<file path="src/design/lngh_clear.sv">
// Post-reset clearing sweep: walks every address once, one per cycle.
// No dependencies; drives the zero writes into the counter memories.
`timescale 1ns / 1ps

module lngh_clear #(
	parameter int ADDR_W = 15
) (
	input  logic              clk,
	input  logic              arst_n,
	output logic              active,
	output logic [ADDR_W-1:0] addr
);

	logic              active_q;
	logic [ADDR_W-1:0] addr_q;

	always_ff @(posedge clk or negedge arst_n) begin
		if (!arst_n) begin
			active_q <= 1'b1;
			addr_q   <= '0;
		end else if (active_q) begin
			// stop after the last address has been written
			if (addr_q == '1) begin
				active_q <= 1'b0;
			end
			addr_q <= addr_q + ADDR_W'(1);
		end
	end

	assign active = active_q;
	assign addr   = addr_q;

endmodule

</file>
<file path="config.mk">
export PLATFORM = sky130hd
export DESIGN_NAME = lngh_clear
export DESIGN_NICKNAME = d
export VERILOG_FILES = /design/src/design/lngh_clear.sv
export SDC_FILE = /design/constraint.sdc
export NUM_CORES = 1
export LEC_CHECK = 0
export BUFFER_PORTS_ARGS = -buffer_cell sky130_fd_sc_hd__buf_4
export CORE_MARGIN = 4
export CORE_UTILIZATION = 53
export DETAILED_ROUTE_END_ITERATION = 16
export PLACE_DENSITY = 0.8
export REMOVE_ABC_BUFFERS = 1
export SYNTH_ARGS = -nofsm -noshare
export SYNTH_HDL_FRONTEND = slang
export SYNTH_SLANG_ARGS = --single-unit
</file>
<file path="constraint.sdc">
create_clock -name clk -period 3.9 [get_ports clk]
set_input_delay 0.975 -clock clk [delete_from_list [all_inputs] [get_ports clk]]
set_output_delay 0.975 -clock clk [all_outputs]
set_load 0.01 [all_outputs]
</file>
# [Word level (Yosys, flattened, before mapping)]
# Index checks and enable logic that the tools add are counted.
[totals] reg_bits=16 in_bits=2 word_cells=6
[classes] addsub=1 eq_ne=1 n_mux=2
[op_table] operator="$add A15 B1 Y15 const B" count=1
[op_table] operator="$eq A15 B15 Y1 const B" count=1
[op_table] operator="$mux W1" count=2

# [Logic depth before layout (Yosys ltp)]
# Gate-level depths: netlist (run 1).
[logic_depth] depth_word=3 depth_mapped=4 mapped_depth_nobuf=4

# [Least setup slack after synthesis (run 1)]
# Ideal clock, no wire load.
[synth_timing] kind="register to output" from="reg active_q, in the netlist active" to="out active" t_arrival_ps=528 required_time_ps=2925 path_slack_ps=2397 stages_incl_launch_ff=1 path_cell_list="dfstp_2"
[synth_rtl] element="from (decl)" line="14" text="logic active_q;"
[synth_rtl] element="from (signal assigned)" line="19" text="active_q <= 1'b1;"
[synth_rtl] element="from (signal assigned)" line="24" text="active_q <= 1'b0;"
[synth_rtl] element="to (decl)" line="10" text="output logic active,"
# No word-level cell between the ends.

# [Final worst setup path (run 1)]
[layout_timing] from="reg active_q, in the netlist active" to="out active"
# No word-level cell between the ends.

==> results of run 1 <==
[cell families after synthesis]
logic type                 Yosys count  synth area share (%)
muxes                                1                  1.54
xor gates and xnor gates            14                  16.8
adders and majority gates            1                  1.71
and+or+nand+nor                     24                  21.9
DFF                                 16                  54.9
AOI/OAI and AO/OA                    1                  1.54
buffers and inverters                3                  1.71
[final cells by class]
cell class	count	area, sq um	area share [%]
clock buffer	4	26.3	2.92
multi-input combinational	41	318	35.3
tap	15	18.8	2.09
timing repair buffer	17	128	14.2
inverter	2	7.51	0.834
sequential	16	402	44.6
[routing by layer]
metal,vias to the layer above,global-route usage (%),wire (um),share of wire [%]
met5,-,0,0,0
met4,0,8.77,31,2.5
met3,5,2.39,83,6.7
met2,16,23.4,604,49
met1,241,20.5,518,42
li1,253,-,-,-
[through the flow]
stage / utilization (%) / setup WS, ns / total power, mW / hold WS [ns] / area [sq um]
2_1_floorplan: - / 2.33 / 0.169 / 0.519 / 727
3_3_place_gp: 67.1 / 2.20 / 0.173 / 0.486 / 873
3_5_place_dp: 67.1 / 2.19 / 0.173 / 0.497 / 873
4_1_cts: 69.1 / 1.88 / 0.260 / 0.509 / 900
5_1_grt: 69.1 / 1.85 / 0.267 / 0.527 / 900
6_report: 69.1 / 1.89 / 0.256 / 0.506 / 900
[synthesized netlist by cell type, drive strengths merged]
| library cell | number |
|---|---|
| dfrtp | 15 |
| o41a | 1 |
| and3 | 1 |
| nand3 | 3 |
| inv | 2 |
| nand2 | 5 |
| mux2 | 1 |
| nor4 | 4 |
| nor2 | 1 |
| nand4 | 6 |
| ha | 1 |
| clkbuf | 1 |
| dfstp | 1 |
| xor2 | 8 |
| xnor2 | 6 |
| nor3 | 4 |
[placed cells by master (no fill, tap or decap)]
| master | count |
|---|---|
| nand4_1 | 4 |
| mux2_2 | 1 |
| ha_1 | 1 |
| dfrtp_1 | 15 |
| nor2_1 | 1 |
| xnor2_1 | 6 |
| nand2_1 | 5 |
| nand4_4 | 1 |
| xor2_1 | 8 |
| nor4_2 | 2 |
| clkbuf_1 | 1 |
| o41a_1 | 1 |
| and3_1 | 1 |
| nand4_2 | 1 |
| dfstp_2 | 1 |
| nor3_1 | 4 |
| clkbuf_4 | 3 |
| nor4_1 | 2 |
| buf_4 | 17 |
| inv_1 | 2 |
| nand3_1 | 3 |
[power by group]
part           leakage, nW  internal [mW]  switching [mW]
combinational        0.236       0.000688         0.00286
clock               0.0150         0.0397          0.0469
sequential           0.220          0.166               0
[flip-flops by register name, indices dropped and copies added, names as in the netlist]
name and flops:
active 1, addr 15
[path summary, 6_finish.rpt]
kind / depth (start not counted) / slack [ns] / end
min in group asynchronous: 1 / 0.53 / addr[8]
max in group asynchronous: 1 / 3.12 / active
min reg2reg: 1 / 0.51 / addr[13]
min: 1 / 0.51 / addr[13]
max: 1 / 1.89 / active
max reg2reg: 4 / 2.46 / addr[14]
==> results.py, run 1 <==
metrics = {
    "status": {
        "outcome": "complete, no violations",
    },
    "floorplanning": {
        "dieArea_sq_um": 2040,
        "pin_count": 18,
        "placementRows": 13,
        "core_sq_um": 1300,
        "initial_utilization_pct": 56.3,
        "fp.dieW_um": 45.2,
        "dieHeight_um": 45.2,
    },
    "power_and_ir_drop": {
        "cellLeakagePower_nw": 0.471,
        "power-per-cell-area_nw_per_um2": 284,
        "ir_drop_v": 0.000253,
    },
    "logic_synthesis": {
        "synth_area_leader_cell": "dfrtp_1",
        "synth_seq_cells": 16,
        "synth_area_sq_um": 732,
        "ys_types": 19,
        "synthCells": 60,
        "yosys-top-cells-area": "dfrtp_1 (51%), xor2_1 (9.6%), xnor2_1 (7.2%)",
        "postSynthAreaPerCell_sq_um": 12.2,
        "ys_seq_area_share_pct": 54.9,
        "ys_warn_count": 0,
        "synth_top_area_share_pct": 51.3,
    },
    "worst_setup_path": {
        "arrival_ns": 1.04,
        "worstSetupStartpointType": "register",
        "cp_num_buf_inv": 1,
        "crit_slowest_cell": "dfstp_2",
        "crit_family": "flip-flops",
        "r2r-start": "addr[0]",
        "critPathKind": "register to output pin",
        "crit_path_max_fanout": 8,
        "startpoint": "active",
        "required_ns": 2.92,
        "slowest_delay_ns": 0.62,
        "crit_path_end_kind": "output pin",
        "crit_chain": "buf_4",
    },
    "drt": {
        "drt_iter0_drc": 4,
        "wirelength_um": 1240,
        "viasPerCell": 5.42,
        "drt_pass1_iterations": 4,
        "routedWlPerCell_um": 13.0,
        "dr_total_vias": 515,
        "ant_nets": 0,
        "drc": 0,
    },
    "global_routing": {
        "grt_max_degree": 17,
        "grt_pass1_vias": 518,
        "grtUsageTotal_pct": 15.3,
        "antenna_found_initial": 0,
        "grt-ovfl-total": 0,
        "grt_pass1_wl_um": 2280,
    },
    "timing": {
        "setup_tns_ns": 0,
        "slew_violations": 0,
        "relSlewSlack_pct": 75.0,
        "setup_viol": 0,
        "finClkSkew_ns": 0.00403,
        "finalCritPeriodShare_pct": 51.6,
        "clock.fmax_mhz": 497,
        "min_period_ns": 2.01,
        "worst_pin_slew_ns": 0.371,
        "finalHoldViolCount": 0,
        "rsz0062_at_grt": "no",
    },
    "place": {
        "io_buffers": 17,
        "dp.cells": 91,
        "place_hpwl_um": 977,
        "gp_congestion": 0.735,
    },
    "clocking": {
        "post_cts_buffers": 0,
        "htreeDepth": 1,
        "hold_buffers": 0,
        "ctsLongestPathBuffers": 2,
        "clkLatencyLatePin_ns": 0.28,
        "cts_buffers": 3,
        "root_buffer": "clkbuf_4",
        "cts-resized-gates": 0,
        "clk_pin_slew_ns": 0.08,
        "clock-sinks": 16,
        "cts_tree": "built",
    },
    "cells_and_area": {
        "area_growth_pct": 22.9,
        "drive_above_1_share_pct": 32.5,
        "antenna_cells": 0,
        "stdcell_count": 95,
        "fillCellCount": 115,
        "layout.nets": 84,
    },
    "job": {
        "cap_violations": 0,
    },
    "worst_hold_path": {
        "hp-class": "register to register",
        "hp-start": "addr[13]",
    },
}
No activity file was read; power rests on OpenSTA's default activity.
==> run 2: changes to the inputs <==
--- a/config.mk
+++ b/config.mk
@@ -7,9 +7,9 @@
 export LEC_CHECK = 0
 export BUFFER_PORTS_ARGS = -buffer_cell sky130_fd_sc_hd__buf_4
 export CORE_MARGIN = 4
-export CORE_UTILIZATION = 53
+export CORE_UTILIZATION = 45
 export DETAILED_ROUTE_END_ITERATION = 16
-export PLACE_DENSITY = 0.8
+export PLACE_DENSITY = 0.73
 export REMOVE_ABC_BUFFERS = 1
 export SYNTH_ARGS = -nofsm -noshare
 export SYNTH_HDL_FRONTEND = slang
==> constraint.sdc (replaced) <==
create_clock -name clk -period 1.77 [get_ports clk]
set_input_delay 0.4425 -clock clk [delete_from_list [all_inputs] [get_ports clk]]
set_output_delay 0.4425 -clock clk [all_outputs]
set_load 0.01 [all_outputs]
==> run 2 against run 1 <==
  * Core utilization is 8.7 points lower
  * Flip-flop and latch count stayed put
  * Final cell count is 2.1% higher
  * Die area is 15% higher
  * Clock skew is 0.0012 ns lower
  * Critical endpoint unchanged
==> results.py, run 2 (synthesis gave the netlist of run 1 again) <==
metrics = {
    "worst_setup_path": {
        "crit_cells": 1,
        "startpoint": "active",
        "slowest_delay_ns": 0.63,
        "required_ns": 1.33,
        "cp_num_buf_inv": 1,
        "crit_path_end_kind": "output pin",
        "crit_slowest_cell": "dfstp_2",
        "r2r_cells": 4,
        "crit_path_max_fanout": 8,
        "crit_chain": "buf_4",
        "r2r-start": "addr[0]",
        "crit_family": "flip-flops",
        "critPathKind": "register to output pin",
        "worstSetupStartpointType": "register",
        "arrival_ns": 1.05,
    },
    "clocking": {
        "clk_pin_slew_ns": 0.09,
        "clock-sinks": 16,
        "cts-resized-gates": 0,
        "cts_tree": "built",
        "ctsLongestPathBuffers": 2,
        "clkLatencyLatePin_ns": 0.28,
        "root_buffer": "clkbuf_4",
        "cts_buffers": 3,
        "htreeDepth": 1,
        "hold_buffers": 0,
        "post_cts_buffers": 0,
    },
    "drt": {
        "wirelength_um": 1350,
        "drt_iter0_drc": 5,
        "drc": 0,
        "drt_pass1_iterations": 4,
        "viasPerCell": 5.40,
        "routedWlPerCell_um": 13.9,
        "dr_total_vias": 524,
        "ant_nets": 0,
    },
    "status": {
        "outcome": "complete, no violations",
    },
    "timing": {
        "finalCritPeriodShare_pct": 84.3,
        "finalHoldViolCount": 0,
        "finClkSkew_ns": 0.00286,
        "min_period_ns": 1.49,
        "clock.fmax_mhz": 670,
        "rsz0062_at_grt": "no",
        "fin_ws_ns": 0.277,
        "slew_violations": 0,
        "setup_viol": 0,
        "worst_pin_slew_ns": 0.324,
        "setup_tns_ns": 0,
        "relSlewSlack_pct": 78.2,
    },
    "cells_and_area": {
        "fillCellCount": 126,
        "area_growth_pct": 25.8,
        "stdcell_count": 97,
        "final_cell_mix": "buf_4 (17), dfrtp_1 (15), xor2_1 (8)",
        "multi_input_area_sq_um": 318,
        "layout.nets": 85,
        "final_util_pct": 60.4,
        "final_common_cell": "buf_4",
        "stdcell_area_sq_um": 921,
        "largest_register_ffs": 15,
        "antenna_cells": 0,
        "drive_above_1_share_pct": 33.3,
        "register_area_sq_um": 402,
    },
    "place": {
        "io_buffers": 17,
        "place_area_sq_um": 875,
        "dp.cells": 92,
        "post-place-ws_ns": 0.391,
        "place_hpwl_um": 994,
        "gp_congestion": 0.722,
    },
    "global_routing": {
        "grtUsageTotal_pct": 12.9,
        "antenna_found_initial": 0,
        "grt_pass1_vias": 529,
        "grt_max_degree": 17,
        "grt_pass1_wl_um": 2460,
        "grt-ovfl-total": 0,
    },
    "worst_hold_path": {
        "hp-start": "addr[13]",
        "hp-class": "register to register",
        "hold_path_depth": 1,
    },
    "power_and_ir_drop": {
        "ir_drop_v": 0.000574,
        "power-per-cell-area_nw_per_um2": 669,
        "cellLeakagePower_nw": 0.481,
    },
    "floorplanning": {
        "core_sq_um": 1520,
        "dieArea_sq_um": 2340,
        "fp.dieW_um": 48.3,
        "placementRows": 14,
        "initial_utilization_pct": 48.0,
        "pin_count": 18,
        "dieHeight_um": 48.3,
    },
    "job": {
        "cap_violations": 0,
    },
}
[run 2: cell count changes in the layout (fill, tap and decap cells not counted), sizes merged]
| cell | change |
|---|---|
| dlygate4sd3 | +1 |
[run 2: metal layers]
metal	track usage, %	part of all wire (%)	up-vias
met4	4.15	1.5	0
met1	18.3	50	256
met5	0	0	-
li1	-	-	253
met2	19.1	44	13
met3	3.07	4.5	2
[run 2: layout make-up]
class,instances,area share (%)
clock buffer,4,3.94
inverter,2,0.815
timing repair buffer,18,14.9
tap,16,2.17
sequential,16,43.6
multi-input combinational,41,34.5
[run 2: worst paths after layout]
path	slack, ns	to
worst max register to register	0.38	addr[12]
worst min-delay path	0.52	addr[13]
max in group asynchronous	0.98	active
worst max-delay path	0.28	active
worst min register to register	0.52	addr[13]
min in group asynchronous	0.54	addr[4]
[run 2: worst register-to-register path: stages, from the launching register on]
cell	delay (ns)
dfrtp_1	0.43
ha_1	0.22
nand4_2	0.20
nor4_1	0.30
xor2_1	0.17
[run 2: through the flow]
| step | total power, mW | hold WS [ns] |
|---|---|---|
| after CTS | 0.616 | 0.00532 |
| after global routing | 0.638 | 0.544 |
| final | 0.616 | 0.518 |
| after detailed placement | 0.381 | 0.310 |
| after floorplan | 0.373 | 0.147 |
| after global placement | 0.381 | 0.310 |
[run 2: report_power, final]
part	leakage (nW)	total, mW	switching (mW)	internal, mW
sequential	0.220	0.365	0	0.365
clock	0.0210	0.241	0.116	0.125
combinational	0.240	0.00995	0.00700	0.00295
