<file path="config.mk">
export PLATFORM = sky130hd
export DESIGN_NAME = lngh_ram
export DESIGN_NICKNAME = d
export VERILOG_FILES = /design/src/design/lngh_ram.sv
export SDC_FILE = /design/constraint.sdc
export NUM_CORES = 1
export LEC_CHECK = 0
export BUFFER_PORTS_ARGS = -buffer_cell sky130_fd_sc_hd__buf_2
export CORE_MARGIN = 3
export CORE_UTILIZATION = 56
export DETAILED_ROUTE_END_ITERATION = 6
export HOLD_SLACK_MARGIN = 0.15
export PLACE_DENSITY_LB_ADDON = 0.12
export REMOVE_ABC_BUFFERS = 1
export SKIP_LAST_GASP = 1
export SYNTH_ARGS = -nofsm -noshare
export SYNTH_HDL_FRONTEND = slang
export SYNTH_SLANG_ARGS = --single-unit
</file>
<file path="constraint.sdc">
create_clock -name clk -period 2.5 [get_ports clk]
set_input_delay 0.125 -clock clk [delete_from_list [all_inputs] [get_ports clk]]
set_output_delay 0.125 -clock clk [all_outputs]
set_load 0.005 [all_outputs]
</file>
<file path="src/design/lngh_ram.sv">
// Generic single-clock RAM: one write port, one read port, registered read.
// No dependencies.
`timescale 1ns / 1ps

module lngh_ram #(
	parameter int WIDTH = 32,
	parameter int DEPTH = 32,
	localparam int AW = (DEPTH > 1) ? $clog2(DEPTH) : 1
) (
	input  logic             clk,
	input  logic             rd_en,
	input  logic [AW-1:0]    rd_addr,
	output logic [WIDTH-1:0] rd_data,
	input  logic             wr_en,
	input  logic [AW-1:0]    wr_addr,
	input  logic [WIDTH-1:0] wr_data
);

	logic [WIDTH-1:0] mem [DEPTH];

	always_ff @(posedge clk) begin
		if (wr_en) begin
			mem[wr_addr] <= wr_data;
		end
		if (rd_en) begin
			rd_data <= mem[rd_addr];
		end
	end

endmodule

</file>
* Word-level counts from Yosys, hierarchy flattened *
Memory sizes are Yosys's and may differ from the RTL's. A register that Yosys moved wholly into a read port is not among the register bits.
Index checks and enable logic that the tools add are counted.

operators by class
  mux-type cells = 2

operators with widths
  kind    count
  $mux 1  2

word-level totals
  memories = 1
  register bits = 0
  output and inout bits = 32
  RAM bits = 1024

memories
  name  depth  bits a word  read ports  clocked after memory_dff  wr ports  RTL line  source
  mem   32     32           1           1                         1         19        logic [WIDTH-1:0] mem [DEPTH];

* Depth between registers and ports, before layout *
Gate-level depths: netlist of run 1.

  word-level depth = 2
  mapped depth = 8

* Worst setup path after synthesis of run 1 *
OpenSTA, ideal clock, no wires.

  path type = input-to-reg
  start = in wr_addr[1]
  end = mem mem[12][0], enable pin
  library setup time = 421 ps
  path slack = -59 ps
  data arrival time = 2138 ps
  cell stages on the path = 3
  cell sequence = or3b_2 clkbuf_1 nor2_1

RTL lines
  what                RTL line  source
  start: declaration  15        input logic [AW-1:0] wr_addr,
  end: declaration    19

No word-level cell before the write port.

==> metrics.md, run 1 <==
| Metric | Value |
|---|---|
| Pin count of the biggest net entering global routing | `62` |
| Die ar. | `0.0761 mm2` |
| Leak | `16.4 nW` |
| Commonest non-fill, non-tap cells in the layout | `edfxtp_1 (1056), mux2i_1 (512), clkbuf_16 (104)` |
| Final Hold Viols | `0` |
| Initial antenna violation count | `1` |
| FP Rows | `98` |
| EDFF count, synth | `about 1.1k` |
| Setup_tns | `0 ns` |
| Root buffer cell | `clkbuf_16` |
| CTS buffer count | `between 100 and 150` |
| GP Congestion | `approximately 0.8` |
| CTS tree | `done` |
| Starting Density | `56.8%` |
| RSZ-0062 raised after global routing | `no` |
| Worst min path class | `input pin to flip-flop` |
| Vias | `21.5k` |
| Grt ovf | `0` |
| Commonest non-fill, non-tap cell in the layout | `edfxtp_1` |
| WP data arrival | `2.33 ns` |
| Cells after DPL | `between 3k and 4k` |
| Slew Limit Fails | `0` |
| I/O pins | `77` |
| VDD IR-drop max | `0.585 mV` |
| Clk pwr share | `40.2%` |
| Post-CTS Resized | `0` |
| Worst Path Required | `between 2 and 3 ns` |
| PortBufs | `between 70 and 80` |
| DP HPWL | `52.7 mm` |
| CP Launch Type | `input pin` |
| Final Cycle Share | `between 70% and 80%` |
| Area Overhead vs Synth | `14.8%` |
| Measured slew at the worst slew-check pin | `0.842 ns` |
| Seq/Total Area, Yosys | `77.7%` |
| Total global-route track usage | `25.8%` |
| Synth Flop Type | `edfxtp_1` |
| Cell Area, Synth | `roughly 0.041 mm2` |
| DRT iter0 DRCs | `2022` |
| Clk slew on worst S/H paths | `0.06 ns` |
| Die width | `276 um` |
| Max Cap Viol | `0` |
| Setup Viol. Count Final | `0` |
| Final core occ | `65.2%` |
| H-tree depth | `3` |
| Storage element area | `0.0317 mm2` |
| Crit Path Class | `input pin to flip-flop` |
| Max Clock Skew | `0.0250 ns` |
| Fraction of registers with async set/reset | `0%` |
| CTS max path bufs | `3` |
| Net Switching | `between 7 and 8 mW` |
| Routed len/inst | `roughly 28 um` |
| Vias/cell | `6.14` |
| Final instance area | `between 0.04 and 0.05 mm2` |
| Number of routed nets with antenna violations | `0` |
| Layout filler cell count | `4900` |
| Status | `complete, no violations` |
| Number of global-route vias before repair | `21.3k` |
| Flops & latches, synth | `between 1k and 1.5k` |
| Die Span Y | `276 um` |
| Sw Ratio | `between 20% and 30%` |
| Layout cells sized above 1 | `15.1%` |
| # Post-CTS Setup Buffers | `0` |
| Internal power | `28.8 mW` |
| Worst-path fanout max | `23` |
| Total Power | `36.4 mW` |
| Core Area | `approximately 0.072 mm2` |
| Final cell count without fillers | `3500` |
| Slew margin rel. | `43.9%` |
| Logic gate share of total power | `5.2%` |
| Sink Count | `1056` |
| FMAX | `507 MHz` |
| Sequential share of power | `54.6%` |
| Drt first pass iters | `5` |
| Placed inst area | `~0.043 mm2` |
| Multi-input logic area | `0.00861 mm2` |
| Global-route wire length before repair | `142 mm` |
| Gate Count Post-Synth | `2260` |
| Clk_lat worst skew | `0.66 ns` |
| Pwr dens | `776 mW/mm2` |
| Period minus WS final | `1.97 ns` |
| # DRC | `0` |
| Distinct cells, synth | `24` |
| Synth Warn # | `0` |
| Nets | `2514` |
| Avg Inst Size Synth | `18.1 um2` |
| CP Capture Type | `flip-flop` |
| Final wirelength | `97.4 mm` |
worst paths after layout:
path                                   from           to  slack (ns)  cells past startpoint
worst max-delay path             rd_addr[0]  rd_data[24]        0.53                      9
worst min-delay path             wr_addr[2]  mem[11][14]        0.20                      3
worst max register to register   mem[1][31]  rd_data[31]        1.03                      5
worst min register to register  mem[26][20]  rd_data[20]        0.67                      4
cell usage after synthesis (all sizes together), types with 2 or more instances:
library cell	count	area share (%)
nand3b	5	0.092
a22o	64	1.4
buf	79	1.4
nor3	32	0.39
clkbuf	48	0.46
mux2i	512	13
or3b	3	0.064
edfxtp	1056	78
a31oi	32	0.49
nand3	98	1.2
a22oi	96	1.8
a21oi	96	1.2
nor2	34	0.31
nand2	98	0.90
nand2b	2	0.031
sequential cells by signal, indices dropped and copies added (netlist names):
signal / count
mem: 1024
rd_data: 32
power groups by stage:
stage | Combinational, mW | Sequential, mW | Clock [mW]
after CTS | 1.90 | 19.8 | 14.9
after global placement | 1.82 | 20.2 | 0
after detailed placement | 1.85 | 20.2 | 0
after global routing | 2.03 | 19.8 | 15.6
final | 1.90 | 19.8 | 14.6
after floorplan | 0.793 | 20.2 | 0
critical path: stages:
cell           delay [ns]
dlygate4sd3_1        0.56
buf_8                0.27
buf_12               0.25
buf_12               0.22
mux2i_1              0.21
a22o_1               0.17
nor3_1               0.07
a31oi_1              0.21
nand3_1              0.18
timing repair:
action	in CTS	in global routing
endpoints found under the setup margin	0	0
endpoints found under the hold margin	1040	0
hold buffers	34	0
final cells by class:
class | instances | share of cell area (%)
clock buffer | 122 | 5.70
multi-input combinational | 1077 | 18.4
antenna | 1 | 0.00534
timing repair buffer | 232 | 4.61
clock inverter | 62 | 1.08
sequential | 1056 | 67.7
tap | 950 | 2.54
metal layers:
| layer | vias up | track usage (%) | routed length, um |
|---|---|---|---|
| met2 | 740 | 42.8 | 47900 |
| li1 | 9433 | - | - |
| met5 | - | 0 | 0 |
| met3 | 172 | 3.53 | 5640 |
| met1 | 11100 | 35.9 | 41100 |
| met4 | 0 | 8.49 | 2790 |
metrics by stage:
step	worst slack [ns]	hold WS, ns
after CTS	0.548	0.163
after detailed placement	0.470	0.525
after floorplan	-2.74	0.224
final	0.528	0.201
after global routing	0.421	0.217
after global placement	0.474	0.525
logic make-up (layout without fill, tap and decap cells):
logic type | Yosys count | in the layout | synth area share (%)
flops | 1056 | 1056 | 77.7
simple gates | 277 | 277 | 3.08
mux | 512 | 512 | 12.6
buf+inv | 127 | 416 | 1.85
other cells | 0 | 1 | 0
compound gates | 288 | 288 | 4.81
No activity file was read; power rests on OpenSTA's default activity.
==> inputs of run 2 (changes only) <==
--- a/config.mk
+++ b/config.mk
@@ -7,7 +7,7 @@
 export LEC_CHECK = 0
 export BUFFER_PORTS_ARGS = -buffer_cell sky130_fd_sc_hd__buf_2
 export CORE_MARGIN = 3
-export CORE_UTILIZATION = 56
+export CORE_UTILIZATION = 62
 export DETAILED_ROUTE_END_ITERATION = 6
 export HOLD_SLACK_MARGIN = 0.15
 export PLACE_DENSITY_LB_ADDON = 0.12
==> constraint.sdc (replaced) <==
create_clock -name clk -period 1.91 [get_ports clk]
set_input_delay 0.0955 -clock clk [delete_from_list [all_inputs] [get_ports clk]]
set_output_delay 0.0955 -clock clk [all_outputs]
set_load 0.005 [all_outputs]
==> run 2 against run 1 <==
Compared with the run above: register-to-register slack got worse by 0.68 ns; wire length up 0.46%; critical path depth unchanged; global-route usage increased by 2.6 points; sequential share of layout area decreased by 1.5 points; non-clock buffer count grew 51; count of clock-buffer cells in the layout unchanged; clock skew fell by 0.0036 ns; first-iteration DRC count rose by 19%; via count grew 2.1%; cell count shrank 1.2%; sequential cell count did not move; critical path type unchanged.
==> metrics.md, run 2 (synthesis gave the netlist of run 1 again) <==
| Metric | Value |
|---|---|
| Crit Reg-Reg Startpoint | `mem[1][19]` |
| Vias/cell | `6.34 (+3.4%)` |
| Slew Limit Fails | `0 (unchanged)` |
| Nets | `2564 (+2.0%)` |
| Drt first pass iters | `6 (+1)` |
| Area Overhead vs Synth | `17.4%` |
| Commonest non-fill, non-tap cell in the layout | `edfxtp_1` |
| Worst R2R End | `rd_data[19]` |
| Pwr dens | `1020 mW/mm2 (+32%)` |
| PortBufs | `76 (unchanged)` |
| Die ar. | `0.0689 mm2 (-9.5%)` |
| Fin worst setup slack | `0.0838 ns (-0.444 ns)` |
| R2R setup slack | `0.35 ns (-0.68 ns)` |
| Top reg by flops | `mem` |
| WHS Endpoint | `rd_data[1]` |
| Period minus WS final | `1.83 ns` |
| # diodes | `0 (-1)` |
| CTS buffer count | `101 (-0.98%)` |
| Leak | `16.9 nW (+3.2%)` |
| CP Launch Type | `input pin` |
| Setup Viol. Count Final | `0 (unchanged)` |
| DRT iter0 DRCs | `2406 (+19%)` |
| Cells after DPL | `3236 (-1.4%)` |
| Slew margin rel. | `56.6% (+13 points)` |
| Status | `complete, no violations` |
| Logic gate share of total power | `5.4% (+0.2 points)` |
| Sequential share of power | `53.0% (-1.6 points)` |
| Worst path cell trace | `dlygate4sd3_1 > buf_8 > buf_12 > buf_4 > mux2i_1 > a22o_1 > nor3_1 > a31oi_2 > nand3_1` |
| H-tree depth | `3 (unchanged)` |
| Number of routed nets with antenna violations | `0 (unchanged)` |
| Commonest non-fill, non-tap cells in the layout | `edfxtp_1 (1056), mux2i_1 (512), clkbuf_16 (104)` |
| CTS max path bufs | `3 (unchanged)` |
| Vias | `21.9k (+2.1%)` |
| DP HPWL | `55.0 mm (+4.5%)` |
| Max Cap Viol | `0 (unchanged)` |
| Total global-route track usage | `28.5% (+2.6 points)` |
| Internal power | `39.0 mW (+36%)` |
| WP data arrival | `2.18 ns (-0.15 ns)` |
| Initial antenna violation count | `0 (-1)` |
| Reg2reg path depth | `6 (+1)` |
| Biggest regs | `mem (1024), rd_data (32)` |
| CTS tree | `done` |
| Grt ovf | `0 (unchanged)` |
| Die Span Y | `263 um (-4.9%)` |
| Sink Count | `1056 (unchanged)` |
| Number of global-route vias before repair | `22.3k (+4.5%)` |
| Clk slew on worst S/H paths | `0.06 ns (about the same)` |
| RSZ-0062 raised after global routing | `no` |
| Hold depth | `6 (+3)` |
| Final Cycle Share | `95.6%` |
| VDD IR-drop max | `0.792 mV (+35%)` |
| Placed inst area | `0.0441 mm2 (+1.9%)` |
| Global-route wire length before repair | `144 mm (+1.8%)` |
| # DRC | `0 (unchanged)` |
| GP Congestion | `0.800 (+1.5%)` |
| Clk_lat worst skew | `0.65 ns (about the same)` |
| FMAX | `548 MHz` |
| Critical hold path startpoint | `rd_addr[1]` |
| Measured slew at the worst slew-check pin | `0.651 ns (-0.191 ns)` |
| Die width | `263 um (-4.9%)` |
| Crit Path Class | `input pin to flip-flop` |
| Clk pwr share | `41.6% (+1.4 points)` |
| Final instance area | `0.0479 mm2 (+2.3%)` |
| Net Switching | `9.99 mW (+32%)` |
| Worst-path fanout max | `16 (-30%)` |
| # Post-CTS Setup Buffers | `0 (unchanged)` |
| Max Clock Skew | `0.0214 ns (-0.00362 ns)` |
| Worst min path class | `input pin to flip-flop` |
| Worst path slowest cell | `dlygate4sd3_1` |
| Final core occ | `73.9% (+8.7 points)` |
| Root buffer cell | `clkbuf_16` |
| I/O pins | `77 (unchanged)` |
| Sw Ratio | `20.4% (-0.48 points)` |
| Pin count of the biggest net entering global routing | `51 (-18%)` |
| Final cell count without fillers | `3458 (-1.2%)` |
| FP Rows | `93 (-5.1%)` |
| Largest register FFs | `1024 (unchanged)` |
| Routed len/inst | `28.3 um (+1.7%)` |
| CP Capture Type | `flip-flop` |
| Largest delay share family, worst path | `buffers and inverters` |
| Layout cells sized above 1 | `16.8% (+1.8 points)` |
| Core Area | `0.0648 mm2 (-9.8%)` |
| Starting Density | `63.0% (+6.2 points)` |
| Buf+Inv Stages, Crit Path | `4 (unchanged)` |
| Pre-CTS setup slack | `-0.0909 ns (-0.561 ns)` |
| Final Hold Viols | `0 (unchanged)` |
| Setup_tns | `0 ns (unchanged)` |
| Worst Path Required | `2.27 ns (-0.59 ns)` |
| Final wirelength | `97.9 mm (+0.46%)` |
| Worst path max stage delay | `0.56 ns (about the same)` |
-- run 2: repair_timing --
action	CTS	global route
hold buffers	35	0
setup endpoints to repair	0	1
hold endpoints to repair	1058	0
gates resized for setup	0	1
-- run 2: power groups by stage --
stage | registers (mW) | clock network (mW) | logic, mW
finish | 26.0 | 20.4 | 2.65
global route | 26.0 | 21.6 | 2.82
CTS | 26.0 | 20.6 | 2.64
detailed placement | 26.5 | 0 | 2.56
global placement | 26.4 | 0 | 2.51
floorplan | 26.4 | 0 | 1.04
-- run 2: worst max path at each step --
stage	start	end	slack [ns]	cells past startpoint
after global routing	rd_addr[0]	rd_data[6]	0.04	9
final	rd_addr[0]	rd_data[6]	0.08	9
after detailed placement	rd_addr[0]	rd_data[6]	-0.09	8
after global placement	rd_addr[0]	rd_data[6]	-0.05	8
after CTS	rd_addr[0]	rd_data[6]	0.009	9
after floorplan	rd_addr[1]	rd_data[0]	-3.30	5
-- run 2: area by class of cell --
| cell class | count | area (um2) |
|---|---|---|
| Sequential cell | 1056 | 31700 |
| Fill cell | 3712 | 16900 |
| Multi-Input combinational cell | 1077 | 8620 |
| Timing Repair Buffer | 283 | 3110 |
| Clock buffer | 122 | 2670 |
| Tap cell | 855 | 1070 |
| Clock inverter | 65 | 737 |
-- run 2: worst reg2reg max path: stages (launching register included) --
cell	delay (ns)
edfxtp_1	0.36
mux2i_1	0.18
a22o_1	0.17
nor3_1	0.05
buf_4	0.15
a31oi_1	0.25
nand3_1	0.15
-- run 2: per-stage QoR --
| step | power [mW] | hold slack [ns] |
|---|---|---|
| 2_1_floorplan | 27.5 | 0.194 |
| 3_3_place_gp | 29.0 | 0.492 |
| 3_5_place_dp | 29.0 | 0.492 |
| 4_1_cts | 49.2 | 0.168 |
| 5_1_grt | 50.4 | 0.229 |
| 6_report | 49.0 | 0.225 |
-- run 2: layer usage --
layer / vias up / global-route usage (%) / share of wire, %
met4: 0 / 7.61 / 2.2
met2: 1046 / 44.8 / 48
met3: 158 / 6.18 / 9.8
met1: 11200 / 41.1 / 40
li1: 9553 / - / -
met5: - / 0 / 0
