## src/design/lngh_pkg.sv

```systemverilog
// Shared types and constants for the letter n-gram histogram.
// No dependencies; imported by the top level and the response stage.
`timescale 1ns / 1ps

package lngh_pkg;

	// Result count width on the output port.
	localparam int OUT_W = 32;

	// Configuration register indexes.
	localparam int CFG_IDX_W = 1;
	localparam logic [CFG_IDX_W-1:0] REG_FIRST_CODE = 1'd0;
	localparam logic [CFG_IDX_W-1:0] REG_LAST_CODE  = 1'd1;

	// Reset values of the code range: 'a' through 's'.
	localparam logic [7:0] FIRST_CODE_RST = 8'd97;
	localparam logic [7:0] LAST_CODE_RST  = 8'd115;

	// Operation codes of an input beat.
	typedef enum logic [1:0] {
		OP_FEED  = 2'd0,
		OP_READ  = 2'd1,
		OP_TOTAL = 2'd2
	} op_t;

	// Table select of a read.
	localparam logic [1:0] ORD_UNI = 2'd1;
	localparam logic [1:0] ORD_BI  = 2'd2;
	localparam logic [1:0] ORD_TRI = 2'd3;

	// Which value the response stage returns.
	typedef enum logic [2:0] {
		RES_ZERO  = 3'd0,
		RES_TOTAL = 3'd1,
		RES_UNI   = 3'd2,
		RES_BI    = 3'd3,
		RES_TRI   = 3'd4
	} res_sel_t;

	// Per-item control carried from the read stage to the write-back stage.
	typedef struct packed {
		logic     feed_hit;
		logic     use_bi;
		logic     use_tri;
		logic     acc;
		res_sel_t res;
	} item_ctl_t;

endpackage

```

## src/design/lngh_resp.sv

```systemverilog
// Response stage: selects the returned count, clips it and holds the output beat.
// Depends on lngh_pkg for the item control struct and the result select codes.
`timescale 1ns / 1ps

module lngh_resp
	import lngh_pkg::*;
#(
	parameter int COUNT_BITS = 32
) (
	input  logic                  clk,
	input  logic                  arst_n,
	input  logic                  fire,
	input  item_ctl_t             ctl,
	input  logic [COUNT_BITS-1:0] total_nxt,
	input  logic [COUNT_BITS-1:0] uni_cnt,
	input  logic [COUNT_BITS-1:0] bi_cnt,
	input  logic [COUNT_BITS-1:0] tri_cnt,
	input  logic                  out_stall,
	output logic                  out_free,
	output logic                  out_valid,
	output logic                  accepted,
	output logic [OUT_W-1:0]      count_value
);

	logic             out_valid_q;
	logic             accepted_q;
	logic [OUT_W-1:0] count_value_q;
	logic [OUT_W-1:0] res_val;

	// Clip a count to the output width.
	function automatic logic [OUT_W-1:0] clip_out(input logic [COUNT_BITS-1:0] v);
		logic [63:0] w;
		w = 64'(v);
		return (w > 64'hFFFF_FFFF) ? '1 : w[OUT_W-1:0];
	endfunction

	always_comb begin
		case (ctl.res)
			RES_TOTAL: res_val = clip_out(total_nxt);
			RES_UNI:   res_val = clip_out(uni_cnt);
			RES_BI:    res_val = clip_out(bi_cnt);
			RES_TRI:   res_val = clip_out(tri_cnt);
			default:   res_val = '0;
		endcase
	end

	assign out_free = !out_valid_q || !out_stall;

	always_ff @(posedge clk or negedge arst_n) begin
		if (!arst_n) begin
			out_valid_q <= 1'b0;
		end else if (fire) begin
			out_valid_q <= 1'b1;
		end else if (!out_stall) begin
			out_valid_q <= 1'b0;
		end
	end

	always_ff @(posedge clk) begin
		if (fire) begin
			accepted_q    <= ctl.acc;
			count_value_q <= res_val;
		end
	end

	assign out_valid   = out_valid_q;
	assign accepted    = accepted_q;
	assign count_value = count_value_q;

endmodule

```

## config.mk

```make
export PLATFORM = sky130hd
export DESIGN_NAME = lngh_resp
export DESIGN_NICKNAME = d
export VERILOG_FILES = /design/src/design/lngh_pkg.sv /design/src/design/lngh_resp.sv
export SDC_FILE = /design/constraint.sdc
export NUM_CORES = 1
export LEC_CHECK = 0
export ABC_AREA = 1
export BUFFER_PORTS_ARGS = -buffer_cell sky130_fd_sc_hd__buf_2
export CAP_MARGIN = 25
export CORE_MARGIN = 3
export CORE_UTILIZATION = 45
export CTS_CLUSTER_SIZE = 30
export DETAILED_ROUTE_END_ITERATION = 12
export GPL_TIMING_DRIVEN = 0
export PLACE_DENSITY = 0.85
export SYNTH_ARGS = -nofsm -noshare
export SYNTH_HDL_FRONTEND = slang
export SYNTH_SLANG_ARGS = --single-unit
```

## constraint.sdc

```tcl
create_clock -name clk -period 0.95 [get_ports clk]
set_clock_uncertainty 0.1 [all_clocks]
set_input_delay 0.19 -clock clk [delete_from_list [all_inputs] [get_ports clk]]
set_output_delay 0.19 -clock clk [all_outputs]
set_load 0.02 [all_outputs]
```

# Word level (Yosys, flattened, before mapping)
# Index checks and enable logic that the tools add are counted.
[op_classes]
n_eq_ne = 5
mux = 3
reduce_logical = 3
[op_table]
columns = ["op", "count"]
rows = [
  ["32-bit one-hot mux with 4 select lines", 1],
  ["3-bit by 2-bit == test with 1-bit output (second input constant)", 2],
  ["3-bit by 1-bit == test with 1-bit output (second input constant)", 1],
  ["3-bit == test (second input constant)", 1],
  ["1-bit zero test", 2],
  ["1-bit 2-to-1 mux", 2],
  ["2-bit != test (second input constant)", 1],
  ["1-bit logical OR", 1],
]
[word_totals]
register_bits = 34
inputBits = 139
out_inout_bits = 35

# Longest topological paths before layout
# Gate-level depths: netlist of run 1.
[logic_depth]
word_depth = 2
depth_mapped = 8
mapped_depth_nobuf = 5

# Least setup slack after synthesis of run 1
# OpenSTA, ideal clock, no wires.
[synth_path]
kind = "input-to-reg"
start = "input port ctl[2] (netlist bit)"
end = "register count_value_q[29], in the netlist count_value[29], data pin"
arrival_time_ns = 0.762
setup_slack_ns = -0.164
stages = 8
path_buffers = 3
path_cell_list = "buf_6 -> inv_6 -> buf_8 -> buf_6 -> nand4_1 -> nand2_1 -> inv_2 -> nand2_1"
[synth_via]
elab_chain_len = 2
word_cells_on_any_way = 5
[synth_lines]
columns = ["element", "line", "source"]
rows = [
  ["start, declared", "lngh_resp.sv:13", "input item_ctl_t ctl,"],
  ["3-bit == test (tied with other cells)", "lngh_resp.sv:38", "case (ctl.res)"],
  ["32-bit one-hot mux with 4 select lines *", "lngh_resp.sv:38", ""],
  ["net res_val[29]", "lngh_resp.sv:28", "logic [OUT_W-1:0] res_val;"],
  ["end signal, assigned", "lngh_resp.sv:62", "count_value_q <= res_val;"],
  ["end, declared", "lngh_resp.sv:27", "logic [OUT_W-1:0] count_value_q;"],
]
# Mark *: on every way through the listed nets, which the timed path passes. The rest lies on a longest branch.
# A chain may end at the register's enable or synchronous reset.

# Worst setup path after layout of run 1
[layout_path]
start = "register out_valid_q, in the netlist out_valid"
end = "output port out_free"
[layout_via]
elab_chain_len = 2
[layout_lines]
columns = ["element", "line", "source"]
rows = [
  ["start, declared", "lngh_resp.sv:25", "logic out_valid_q;"],
  ["start signal, assigned", "lngh_resp.sv:51", "out_valid_q <= 1'b0;"],
  ["start signal, assigned", "lngh_resp.sv:53", "out_valid_q <= 1'b1;"],
  ["start signal, assigned", "lngh_resp.sv:55", "out_valid_q <= 1'b0;"],
  ["1-bit zero test", "lngh_resp.sv:47", "assign out_free = !out_valid_q || !out_stall;"],
  ["1-bit logical OR", "lngh_resp.sv:47", ""],
  ["end, declared", "lngh_resp.sv:19", "output logic out_free,"],
]
# Every way passes these cells.

==> results.md, run 1 <==
- Status: complete, but fails checks
- Violated checks: negative setup slack
- Critical Path Fanout Max: 2
- Synth Instances: 366
- Fmax: about 850 MHz
- Chip height: 83.27 um
- CP delay by family, top: flip-flops
- Clk pin slew, worst setup/hold paths: approximately 0.07 ns
- Gate power share: 32.9%
- CTS tree: built
- Crit Path Category: register to primary output
- Gr ovfl total: 0
- Per-cell routed wire length: 16.98 um
- Area grow syn2layout: 62.79%
- CP Launch Type: register
- Worst Slack Setup Final: -0.2292 ns
- Required time worst endpoint: 0.66 ns
- DP Area: 3626 um2
- Residual DRC: 0
- Post-layout min period: between 1 and 1.5 ns
- Final critical-path share of the clock period: 124.1%
- CTS H-tree depth: 2
- Final ANT Viol Nets: 0
- Fill cells: 420
- Setup Viol. Count Final: 35
- Internal power: 3.447 mW
- TritonCTS Buffers: 5
- Mapped Area: 2686 um2
- Switching share of power: 29.60%
- Core box area: ~5600 um2
- Avg Vias per Cell: about 5.7
- Worst Tran Pin Value: 0.4507 ns
- Max Buffers Root-to-Sink: 2
- Ant diodes: 0
- Crit path DAT: 0.89 ns
- Yosys warnings: 0
- CP endpoint kind: primary output
- Dpl ws: -0.3993 ns
- Rel. slew slack: 69.96%
- Total power: 4.897 mW
- Vias: 3643
- # IOs: approximately 170
- Slew Limit Fails: 0
- Initial Util: between 40% and 50%
- GP Congestion: between 0.9 and 1
- Max_cap viols: 0
- Initial antenna violation count: 0
- Mean Syn Cell Area: 7.340 um2
- Endpoints failing hold: 0
- CP max-delay cell: dfrtp_1
- Leakage: 2.336 nW
- Crit-path max cell delay: 0.40 ns
- Global-route wire length before repair: 14.84 mm
- Most common cell after layout, fill and taps aside: buf_2
- RSZ-0062 raised after global routing: yes
- Buffer and inverter count on the worst path: 1
- Pin count of the biggest net entering global routing: 35
- DRT iter0 DRCs: 389
- Worst path cell trace: nand2_2 -> buf_6
- Total clock sinks: 34
- Site Rows: 27
- Design Area, Final: 4373 um2
- Number of port buffers: 169
- HPWL after DPL: 7.044 mm
- Most frequent cells in the layout: 159 x buf_2, 97 x nand2_1, 96 x nand4_1
- 1st-pass router iterations: 6
- Final design utilization: 77.51%
- Die area: 6933 um2
- Tot GR Track Use: 26.32%
- Worst VDD drop: 691.9 uV
- Yosys reg bits: 34
- Vias in the first global route: 3243
- Sequential area share after synthesis: between 30 and 40%
- Clk Latency, worst-skew pair: 0.28 ns
- Worst Hold Class: input port to register
- Cell Pwr Density: 1120 nW/um2
- Die Width: about 83 um
- Sw Pwr: 1.450 mW
- Layout cells sized above 1: 42.27%
- Syn_nets: 505
- Setup_tns: -5.658 ns
- Flop pwr share: a little under two fifths
- Fin nets: 701
- Clock root buffer: clkbuf_8
- Post-synth cell types: 15
- Power share of the clock group: 28.9%
- Total routed wirelength: 10.78 mm
==> final timing paths <==
path	from	to	slack, ns	cells past startpoint
min in group asynchronous	arst_n	out_valid$_DFFE_PN0P_	0.11	2
worst min register to register	out_valid$_DFFE_PN0P_	out_valid$_DFFE_PN0P_	0.44	2
max in group asynchronous	arst_n	out_valid$_DFFE_PN0P_	0.56	2
worst max register to register	out_valid$_DFFE_PN0P_	out_valid$_DFFE_PN0P_	0.21	2
worst min-delay path	out_stall	out_valid$_DFFE_PN0P_	0.04	3
worst max-delay path	out_valid$_DFFE_PN0P_	out_free	-0.23	2
==> kinds of logic after synthesis <==
| logic type | count (synthesis) | synth area share (%) |
|---|---|---|
| buffers and inverters | 105 | 19.93 |
| DFF | 34 | 37.82 |
| and+or+nand+nor | 227 | 42.25 |
==> metal layers <==
metal	vias to the layer above	share of wire (%)	global-route usage, %	routed length [um]
li1	1659	-	-	-
met1	1644	35	30.00	3727
met2	307	52	48.76	5614
met3	33	11	4.067	1141
met4	0	2.8	10.25	299
met5	-	0	0	0
==> power groups by stage <==
stage          clock, mW  sequential, mW  combinational (mW)
2_1_floorplan          0            2.07               0.479
3_3_place_gp           0            1.88                1.22
3_5_place_dp           0            1.88                1.24
4_1_cts             1.41            1.86                1.33
5_1_grt             1.49            1.88                1.71
6_report            1.42            1.87                1.61
==> final cells by class <==
type / count / area, um2 / area share [%]
Clock buffer: 7 / 86.33 / 1.974
Clock inverter: 1 / 30.03 / 0.6867
Inverter: 68 / 260.3 / 5.951
Timing Repair Buffer: 189 / 1339 / 30.62
Buffer: 37 / 409.1 / 9.356
Multi-Input combinational cell: 227 / 1142 / 26.12
Tap cell: 72 / 90.09 / 2.060
Sequential cell: 34 / 1016 / 23.23
==> through the flow <==
stage	hold WS [ns]	instances
finish	0.04322	635
global route	0.05687	635
CTS	0.03213	617
detailed placement	-0.1303	607
global placement	-0.1356	607
floorplan	-0.2056	366
==> cells in the mapped netlist, drive strengths merged <==
cell type,instances,area share [%]
inv,66,9.4
dfrtp,1,0.93
nor2,1,0.23
nand4,96,22
clkbuf,1,0.14
buf,36,10
clkinv,2,0.28
edfxtp,33,37
nand2,98,14
nand3,32,6.0
==> tightest hold or removal path: cells and delay by family <==
kind | cells | cell delay, ns
buffers and inverters | 1 | 0.09
AND/OR/NAND/NOR | 2 | 0.11
==> flip-flops by register name, indices dropped and copies added (netlist names) <==
register,cells
accepted,1
count_value,32
out_valid,1
==> timing repair <==
| action | in CTS | in global routing |
|---|---|---|
| hold buffers | 2 | 0 |
| resized for setup | 37 | 50 |
| pin swaps | 0 | 13 |
| endpoints found under the hold margin | 2 | 0 |
| endpoints found under the setup margin | 99 | 65 |
| setup buffers | 0 | 6 |
| cloned | 0 | 12 |
Note: power is estimated with default switching activity, not from simulation.
==> run 2, diff against run 1 <==
--- a/config.mk
+++ b/config.mk
@@ -14,6 +14,7 @@
 export DETAILED_ROUTE_END_ITERATION = 12
 export GPL_TIMING_DRIVEN = 0
 export PLACE_DENSITY = 0.85
+export SKIP_CTS_REPAIR_TIMING = 1
 export SYNTH_ARGS = -nofsm -noshare
 export SYNTH_HDL_FRONTEND = slang
 export SYNTH_SLANG_ARGS = --single-unit
==> run 2 against run 1 <==
The flow still finishes with violations (negative setup slack). Non-clock buffer count decreased by 4. Hold slack got worse by 0.0042 ns. Count of clock-buffer cells in the layout unchanged. Via count shrank 2.2%. Register-to-register slack barely moved. Combinational power decreased by 5%. First-iteration DRC count fell by 17%. Final cell count down 0.63%. Fmax is 0.47% higher. Global-route usage fell by 0.52 points. Critical endpoint unchanged.
==> results.md, run 2 (synthesized netlist as in run 1, its figures left out) <==
- Rel. slew slack: 67.18% (was 69.96%)
- Multi-input gate area: 1142 um2 (unchanged)
- Total clock sinks: 34 (unchanged)
- Worst VDD drop: 702.0 uV (was 691.9 uV)
- Switching share of power: 29.30% (was 29.60%)
- Crit path DAT: 0.88 ns (was 0.89 ns)
- Most frequent cells in the layout: 162 x buf_2, 97 x nand2_1, 96 x nand4_1 (was 159 x buf_2, 97 x nand2_1, 96 x nand4_1)
- Die area: 6933 um2 (unchanged)
- Most common cell after layout, fill and taps aside: buf_2 (unchanged)
- Leakage: 2.271 nW (was 2.336 nW)
- Endpoints failing hold: 0 (unchanged)
- Per-cell routed wire length: 16.29 um (was 16.98 um)
- Initial Util: 47.62% (unchanged)
- Clk pin slew, worst setup/hold paths: 0.07 ns (about the same)
- Fin nets: 697 (was 701)
- Site Rows: 27 (unchanged)
- FF+latch area: 1016 um2 (unchanged)
- Setup_tns: -5.605 ns (was -5.658 ns)
- GP Congestion: 0.9085 (unchanged)
- Clock root buffer: clkbuf_8 (unchanged)
- Required time worst endpoint: 0.66 ns (about the same)
- Worst Slack Setup Final: -0.2237 ns (was -0.2292 ns)
- Max Buffers Root-to-Sink: 2 (unchanged)
- HPWL after DPL: 7.044 mm (unchanged)
- Post-layout min period: 1.174 ns (was 1.179 ns)
- Final ANT Viol Nets: 0 (unchanged)
- CTS tree: built (unchanged)
- Worst path cell trace: nand2_2 -> buf_6 (unchanged)
- Gr ovfl total: 0 (unchanged)
- Crit-path max cell delay: 0.40 ns (about the same)
- Violated checks: negative setup slack (unchanged)
- Max FFs per register: 32 (unchanged)
- CTS H-tree depth: 2 (unchanged)
- Worst Tran Pin Value: 0.4924 ns (was 0.4507 ns)
- Fmax: 852.0 MHz (was 848.1 MHz)
- Power share of the clock group: 29.1% (was 28.9%)
- CP Launch Type: register (unchanged)
- # IOs: 174 (unchanged)
- Chip height: 83.27 um (unchanged)
- DRT iter0 DRCs: 324 (was 389)
- TritonCTS Buffers: 5 (unchanged)
- Internal power: 3.389 mW (was 3.447 mW)
- CP max-delay cell: dfrtp_1 (unchanged)
- Design Area, Final: 4227 um2 (was 4373 um2)
- Tot GR Track Use: 25.80% (was 26.32%)
- Clk Latency, worst-skew pair: 0.28 ns (about the same)
- 1st-pass router iterations: 5 (was 6)
- Fill cells: 432 (was 420)
- Vias in the first global route: 3203 (was 3243)
- Dpl cells: 607 (unchanged)
- Ant diodes: 0 (unchanged)
- Flop pwr share: 39.0% (was 38.2%)
- Slew Limit Fails: 0 (unchanged)
- Residual DRC: 0 (unchanged)
- Crit Path Category: register to primary output (unchanged)
- Worst Hold Class: input port to register (unchanged)
- DP Area: 3626 um2 (unchanged)
- Vias: 3564 (was 3643)
- Setup Viol. Count Final: 36 (was 35)
- Number of port buffers: 169 (unchanged)
- Sw Pwr: 1.405 mW (was 1.450 mW)
- Avg Vias per Cell: 5.648 (was 5.737)
- Pin count of the biggest net entering global routing: 35 (unchanged)
- Initial antenna violation count: 0 (unchanged)
- Max_cap viols: 0 (unchanged)
- Gate power share: 31.9% (was 32.9%)
- Total routed wirelength: 10.28 mm (was 10.78 mm)
- Die Width: 83.27 um (unchanged)
- CP endpoint kind: primary output (unchanged)
- Layout cells sized above 1: 41.86% (was 42.27%)
- Cell Pwr Density: 1134 nW/um2 (was 1120 nW/um2)
- Critical Path Fanout Max: 2 (unchanged)
- Core box area: 5642 um2 (unchanged)
- RSZ-0062 raised after global routing: yes (unchanged)
- Non-Filler Instances: 631 (was 635)
- Global-route wire length before repair: 14.55 mm (was 14.84 mm)
- Area grow syn2layout: 57.34% (was 62.79%)
- Final critical-path share of the clock period: 123.5% (was 124.1%)
- Status: complete, but fails checks (unchanged)
-- run 2: worst max-delay path: cells and delay by family (launching register included) --
| family | cells | cell delay [ns] |
|---|---|---|
| AND/OR/NAND/NOR | 1 | 0.08 |
| flip-flops | 1 | 0.40 |
| buffers and inverters | 1 | 0.12 |
-- run 2: cell type report --
| cell class | count | share of cell area, % |
|---|---|---|
| timing repair buffer | 185 | 29.16 |
| clock buffer | 7 | 2.043 |
| inverter | 68 | 6.158 |
| buffer | 37 | 8.733 |
| multi-input combinational | 227 | 27.03 |
| tap | 72 | 2.131 |
| sequential | 34 | 24.04 |
| clock inverter | 1 | 0.7105 |
-- run 2: power by group through the flow --
| stage | registers [mW] | clock network (mW) | logic, mW |
|---|---|---|---|
| floorplan | 2.07 | 0 | 0.479 |
| global route | 1.88 | 1.48 | 1.63 |
| global placement | 1.88 | 0 | 1.22 |
| finish | 1.87 | 1.40 | 1.53 |
| detailed placement | 1.88 | 0 | 1.24 |
| CTS | 1.85 | 1.41 | 1.25 |
-- run 2: worst paths after layout --
kind	start	end	slack [ns]	cells past startpoint
setup / recovery	out_valid$_DFFE_PN0P_	out_free	-0.22	2
hold / removal	out_stall	out_valid$_DFFE_PN0P_	0.04	3
setup reg to reg	out_valid$_DFFE_PN0P_	out_valid$_DFFE_PN0P_	0.21	2
hold reg to reg	out_valid$_DFFE_PN0P_	out_valid$_DFFE_PN0P_	0.43	2
max in group asynchronous	arst_n	out_valid$_DFFE_PN0P_	0.56	2
min in group asynchronous	arst_n	out_valid$_DFFE_PN0P_	0.11	2
-- run 2: routing by layer --
| metal | part of all wire, % | vias up | track usage [%] | wire (um) |
|---|---|---|---|---|
| li1 | - | 1646 | - | - |
| met1 | 36 | 1601 | 29.75 | 3671 |
| met2 | 50 | 274 | 47.30 | 5182 |
| met3 | 10 | 43 | 3.671 | 1036 |
| met4 | 3.8 | 0 | 10.70 | 388 |
| met5 | 0 | - | 0 | 0 |
-- run 2: through the flow --
stage	util (%)	worst slack, ns	hold slack [ns]	power, mW
floorplan	-	-0.1544	-0.2056	2.550
detailed placement	64.27	-0.3993	-0.1303	3.127
global placement	64.27	-0.3736	-0.1356	3.093
finish	74.92	-0.2237	0.03903	4.794
global route	74.92	-0.2510	0.04312	4.989
CTS	66.33	-0.2318	-0.4371	4.509
==> run 3, diff against run 2 <==
--- a/config.mk
+++ b/config.mk
@@ -9,11 +9,10 @@
 export BUFFER_PORTS_ARGS = -buffer_cell sky130_fd_sc_hd__buf_2
 export CAP_MARGIN = 25
 export CORE_MARGIN = 3
-export CORE_UTILIZATION = 45
+export CORE_UTILIZATION = 25
 export CTS_CLUSTER_SIZE = 30
 export DETAILED_ROUTE_END_ITERATION = 12
 export GPL_TIMING_DRIVEN = 0
-export PLACE_DENSITY = 0.85
 export SKIP_CTS_REPAIR_TIMING = 1
 export SYNTH_ARGS = -nofsm -noshare
 export SYNTH_HDL_FRONTEND = slang
==> run 3 against run 2 <==
Flip-flop and latch count is the same. Final area grew 2.1%. The run still ends with negative setup slack left. Combinational power is essentially flat. Sequential share of layout area shrank 0.49 points. Largest power group unchanged. Setup slack gained 0.031 ns. Count of clock-buffer cells in the layout shrank 1.
==> results.md, run 3 (synthesized netlist as in run 1, its figures left out) <==
- TritonCTS Buffers: 5 (unchanged)
- Die Width: 109.7 um (was 83.27 um)
- Area grow syn2layout: 60.64% (was 57.34%)
- Top layer in use: met4 (unchanged)
- Fin nets: 696 (was 697)
- Worst Hold Slack: 0.02578 ns (was 0.03903 ns)
- Total routed wirelength: 11.04 mm (was 10.28 mm)
- Crit path DAT: 0.85 ns (was 0.88 ns)
- CTS tree: built (unchanged)
- Worst Hold Class: input port to register (unchanged)
- CTS H-tree depth: 2 (unchanged)
- Worst path cell trace: nand2_2 -> buf_6 (unchanged)
- Setup_tns: -5.692 ns (was -5.605 ns)
- CP endpoint kind: primary output (unchanged)
- Crit Path Category: register to primary output (unchanged)
- Buffer and inverter count on the worst path: 1 (unchanged)
- Number of port buffers: 169 (unchanged)
- # IOs: 174 (unchanged)
- Hold depth: 3 (unchanged)
- Pin count of the biggest net entering global routing: 35 (unchanged)
- Routed wl met3: 856 um (was 1.036 mm)
- Total power: 4.479 mW (was 4.794 mW)
- CP Launch Type: register (unchanged)
- Met1 Routed Length: 4.479 mm (was 3.671 mm)
- Status: complete, but fails checks (unchanged)
- HPWL after DPL: 7.897 mm (was 7.044 mm)
- Most frequent cells in the layout: 153 x buf_2, 96 x nand4_1, 94 x nand2_1 (was 162 x buf_2, 97 x nand2_1, 96 x nand4_1)
- Most common cell after layout, fill and taps aside: buf_2 (unchanged)
- Dpl ws: -0.4540 ns (was -0.3993 ns)
- Chip height: 109.7 um (was 83.27 um)
- 1st-pass router iterations: 4 (was 5)
- Global-route wire length before repair: 15.37 mm (was 14.55 mm)
- Multi-input gate area: 1190 um2 (was 1142 um2)
- Final ANT Viol Nets: 0 (unchanged)
- CP delay by family, top: flip-flops (unchanged)
- Core box area: 10370 um2 (was 5642 um2)
- Worst Tran Pin Value: 0.5083 ns (was 0.4924 ns)
- Gr ovfl total: 0 (unchanged)
- Slew Limit Fails: 0 (unchanged)
- Metal2 WL: 5.610 mm (was 5.182 mm)
- R2r worst-path depth: 2 (unchanged)
- Max FFs per register: 32 (unchanged)
- Max_cap viols: 0 (unchanged)
- Avg Vias per Cell: 4.808 (was 5.648)
- Clock root buffer: clkbuf_8 (unchanged)
- Vias in the first global route: 3133 (was 3203)
- Setup Viol. Count Final: 46 (was 36)
- Post-layout min period: 1.142 ns (was 1.174 ns)
- Initial antenna violation count: 0 (unchanged)
- Leakage: 2.249 nW (was 2.271 nW)
- Cell Pwr Density: 1038 nW/um2 (was 1134 nW/um2)
- Total clock sinks: 34 (unchanged)
- GP Congestion: 0.8698 (was 0.9085)
- Vias: 3337 (was 3564)
- Tot GR Track Use: 16.82% (was 25.80%)
- Residual DRC: 0 (unchanged)
- CP max-delay cell: dfrtp_1 (unchanged)
- Required time worst endpoint: 0.66 ns (about the same)
- Fill cells: 1101 (was 432)
- Per-cell routed wire length: 15.91 um (was 16.29 um)
- Max Buffers Root-to-Sink: 2 (unchanged)
- Initial Util: 25.90% (was 47.62%)
- Critical Path Fanout Max: 2 (unchanged)
- Die area: 12030 um2 (was 6933 um2)
- DRT iter0 DRCs: 134 (was 324)
- Final critical-path share of the clock period: 120.2% (was 123.5%)
- Clk Latency, worst-skew pair: 0.28 ns (about the same)
- Worst VDD drop: 497.9 uV (was 702.0 uV)
- Fmax: 875.4 MHz (was 852.0 MHz)
- Site Rows: 37 (was 27)
- RSZ-0062 raised after global routing: yes (unchanged)
- Crit. path cell count: 2 (unchanged)
- Rel. slew slack: 66.12% (was 67.18%)
- FF+latch area: 1016 um2 (unchanged)
- Worst Slack Setup Final: -0.1923 ns (was -0.2237 ns)
- Crit-path max cell delay: 0.38 ns (was 0.40 ns)
- Violated checks: negative setup slack (unchanged)
- Layout cells sized above 1: 43.91% (was 41.86%)
- Ant diodes: 0 (unchanged)
- Endpoints failing hold: 0 (unchanged)
- Clk pin slew, worst setup/hold paths: 0.07 ns (about the same)
## run 3: metrics by stage
| step | instance area (um2) | std cells | utilization (%) |
|---|---|---|---|
| after floorplan | 2690 | 366 | - |
| after global placement | 3706 | 671 | 35.74 |
| after detailed placement | 3706 | 671 | 35.74 |
| after CTS | 3787 | 679 | 36.52 |
| after global routing | 4315 | 694 | 41.61 |
| final | 4315 | 694 | 41.61 |
## run 3: worst register-to-register path, stage by stage (launching register included)
cell and delay, ns:
dfrtp_1 0.38, nand2_2 0.07, nand2_1 0.05
## run 3: path summary, 6_finish.rpt
check / startpoint / to / slack [ns]
max in group asynchronous: arst_n / out_valid$_DFFE_PN0P_ / 0.56
worst max register to register: out_valid$_DFFE_PN0P_ / out_valid$_DFFE_PN0P_ / 0.25
min in group asynchronous: arst_n / out_valid$_DFFE_PN0P_ / 0.11
worst min register to register: out_valid$_DFFE_PN0P_ / out_valid$_DFFE_PN0P_ / 0.39
worst max-delay path: out_valid$_DFFE_PN0P_ / out_free / -0.19
worst min-delay path: out_stall / out_valid$_DFFE_PN0P_ / 0.03
## run 3: layout make-up
cell class,count,area share [%]
timing repair buffer,184,28.47
multi-input combinational,227,27.57
sequential,34,23.54
buffer,37,8.553
inverter,68,6.031
tap,136,3.943
clock buffer,6,1.682
clock inverter,2,0.2030
## run 3: metal layers
layer	vias to the layer above	track usage (%)
li1	1642	-
met1	1544	21.34
met2	143	29.47
met3	8	2.877
met4	0	4.363
met5	-	0
## run 3: power by group
group | leakage, nW | switching (mW) | total, mW | internal, mW
Clock | 0.0426 | 0.544 | 1.05 | 0.505
Sequential | 0.329 | 0.0564 | 1.87 | 1.82
Combinational | 1.88 | 0.822 | 1.56 | 0.735
Total | 2.25 | 1.42 | 4.48 | 3.06
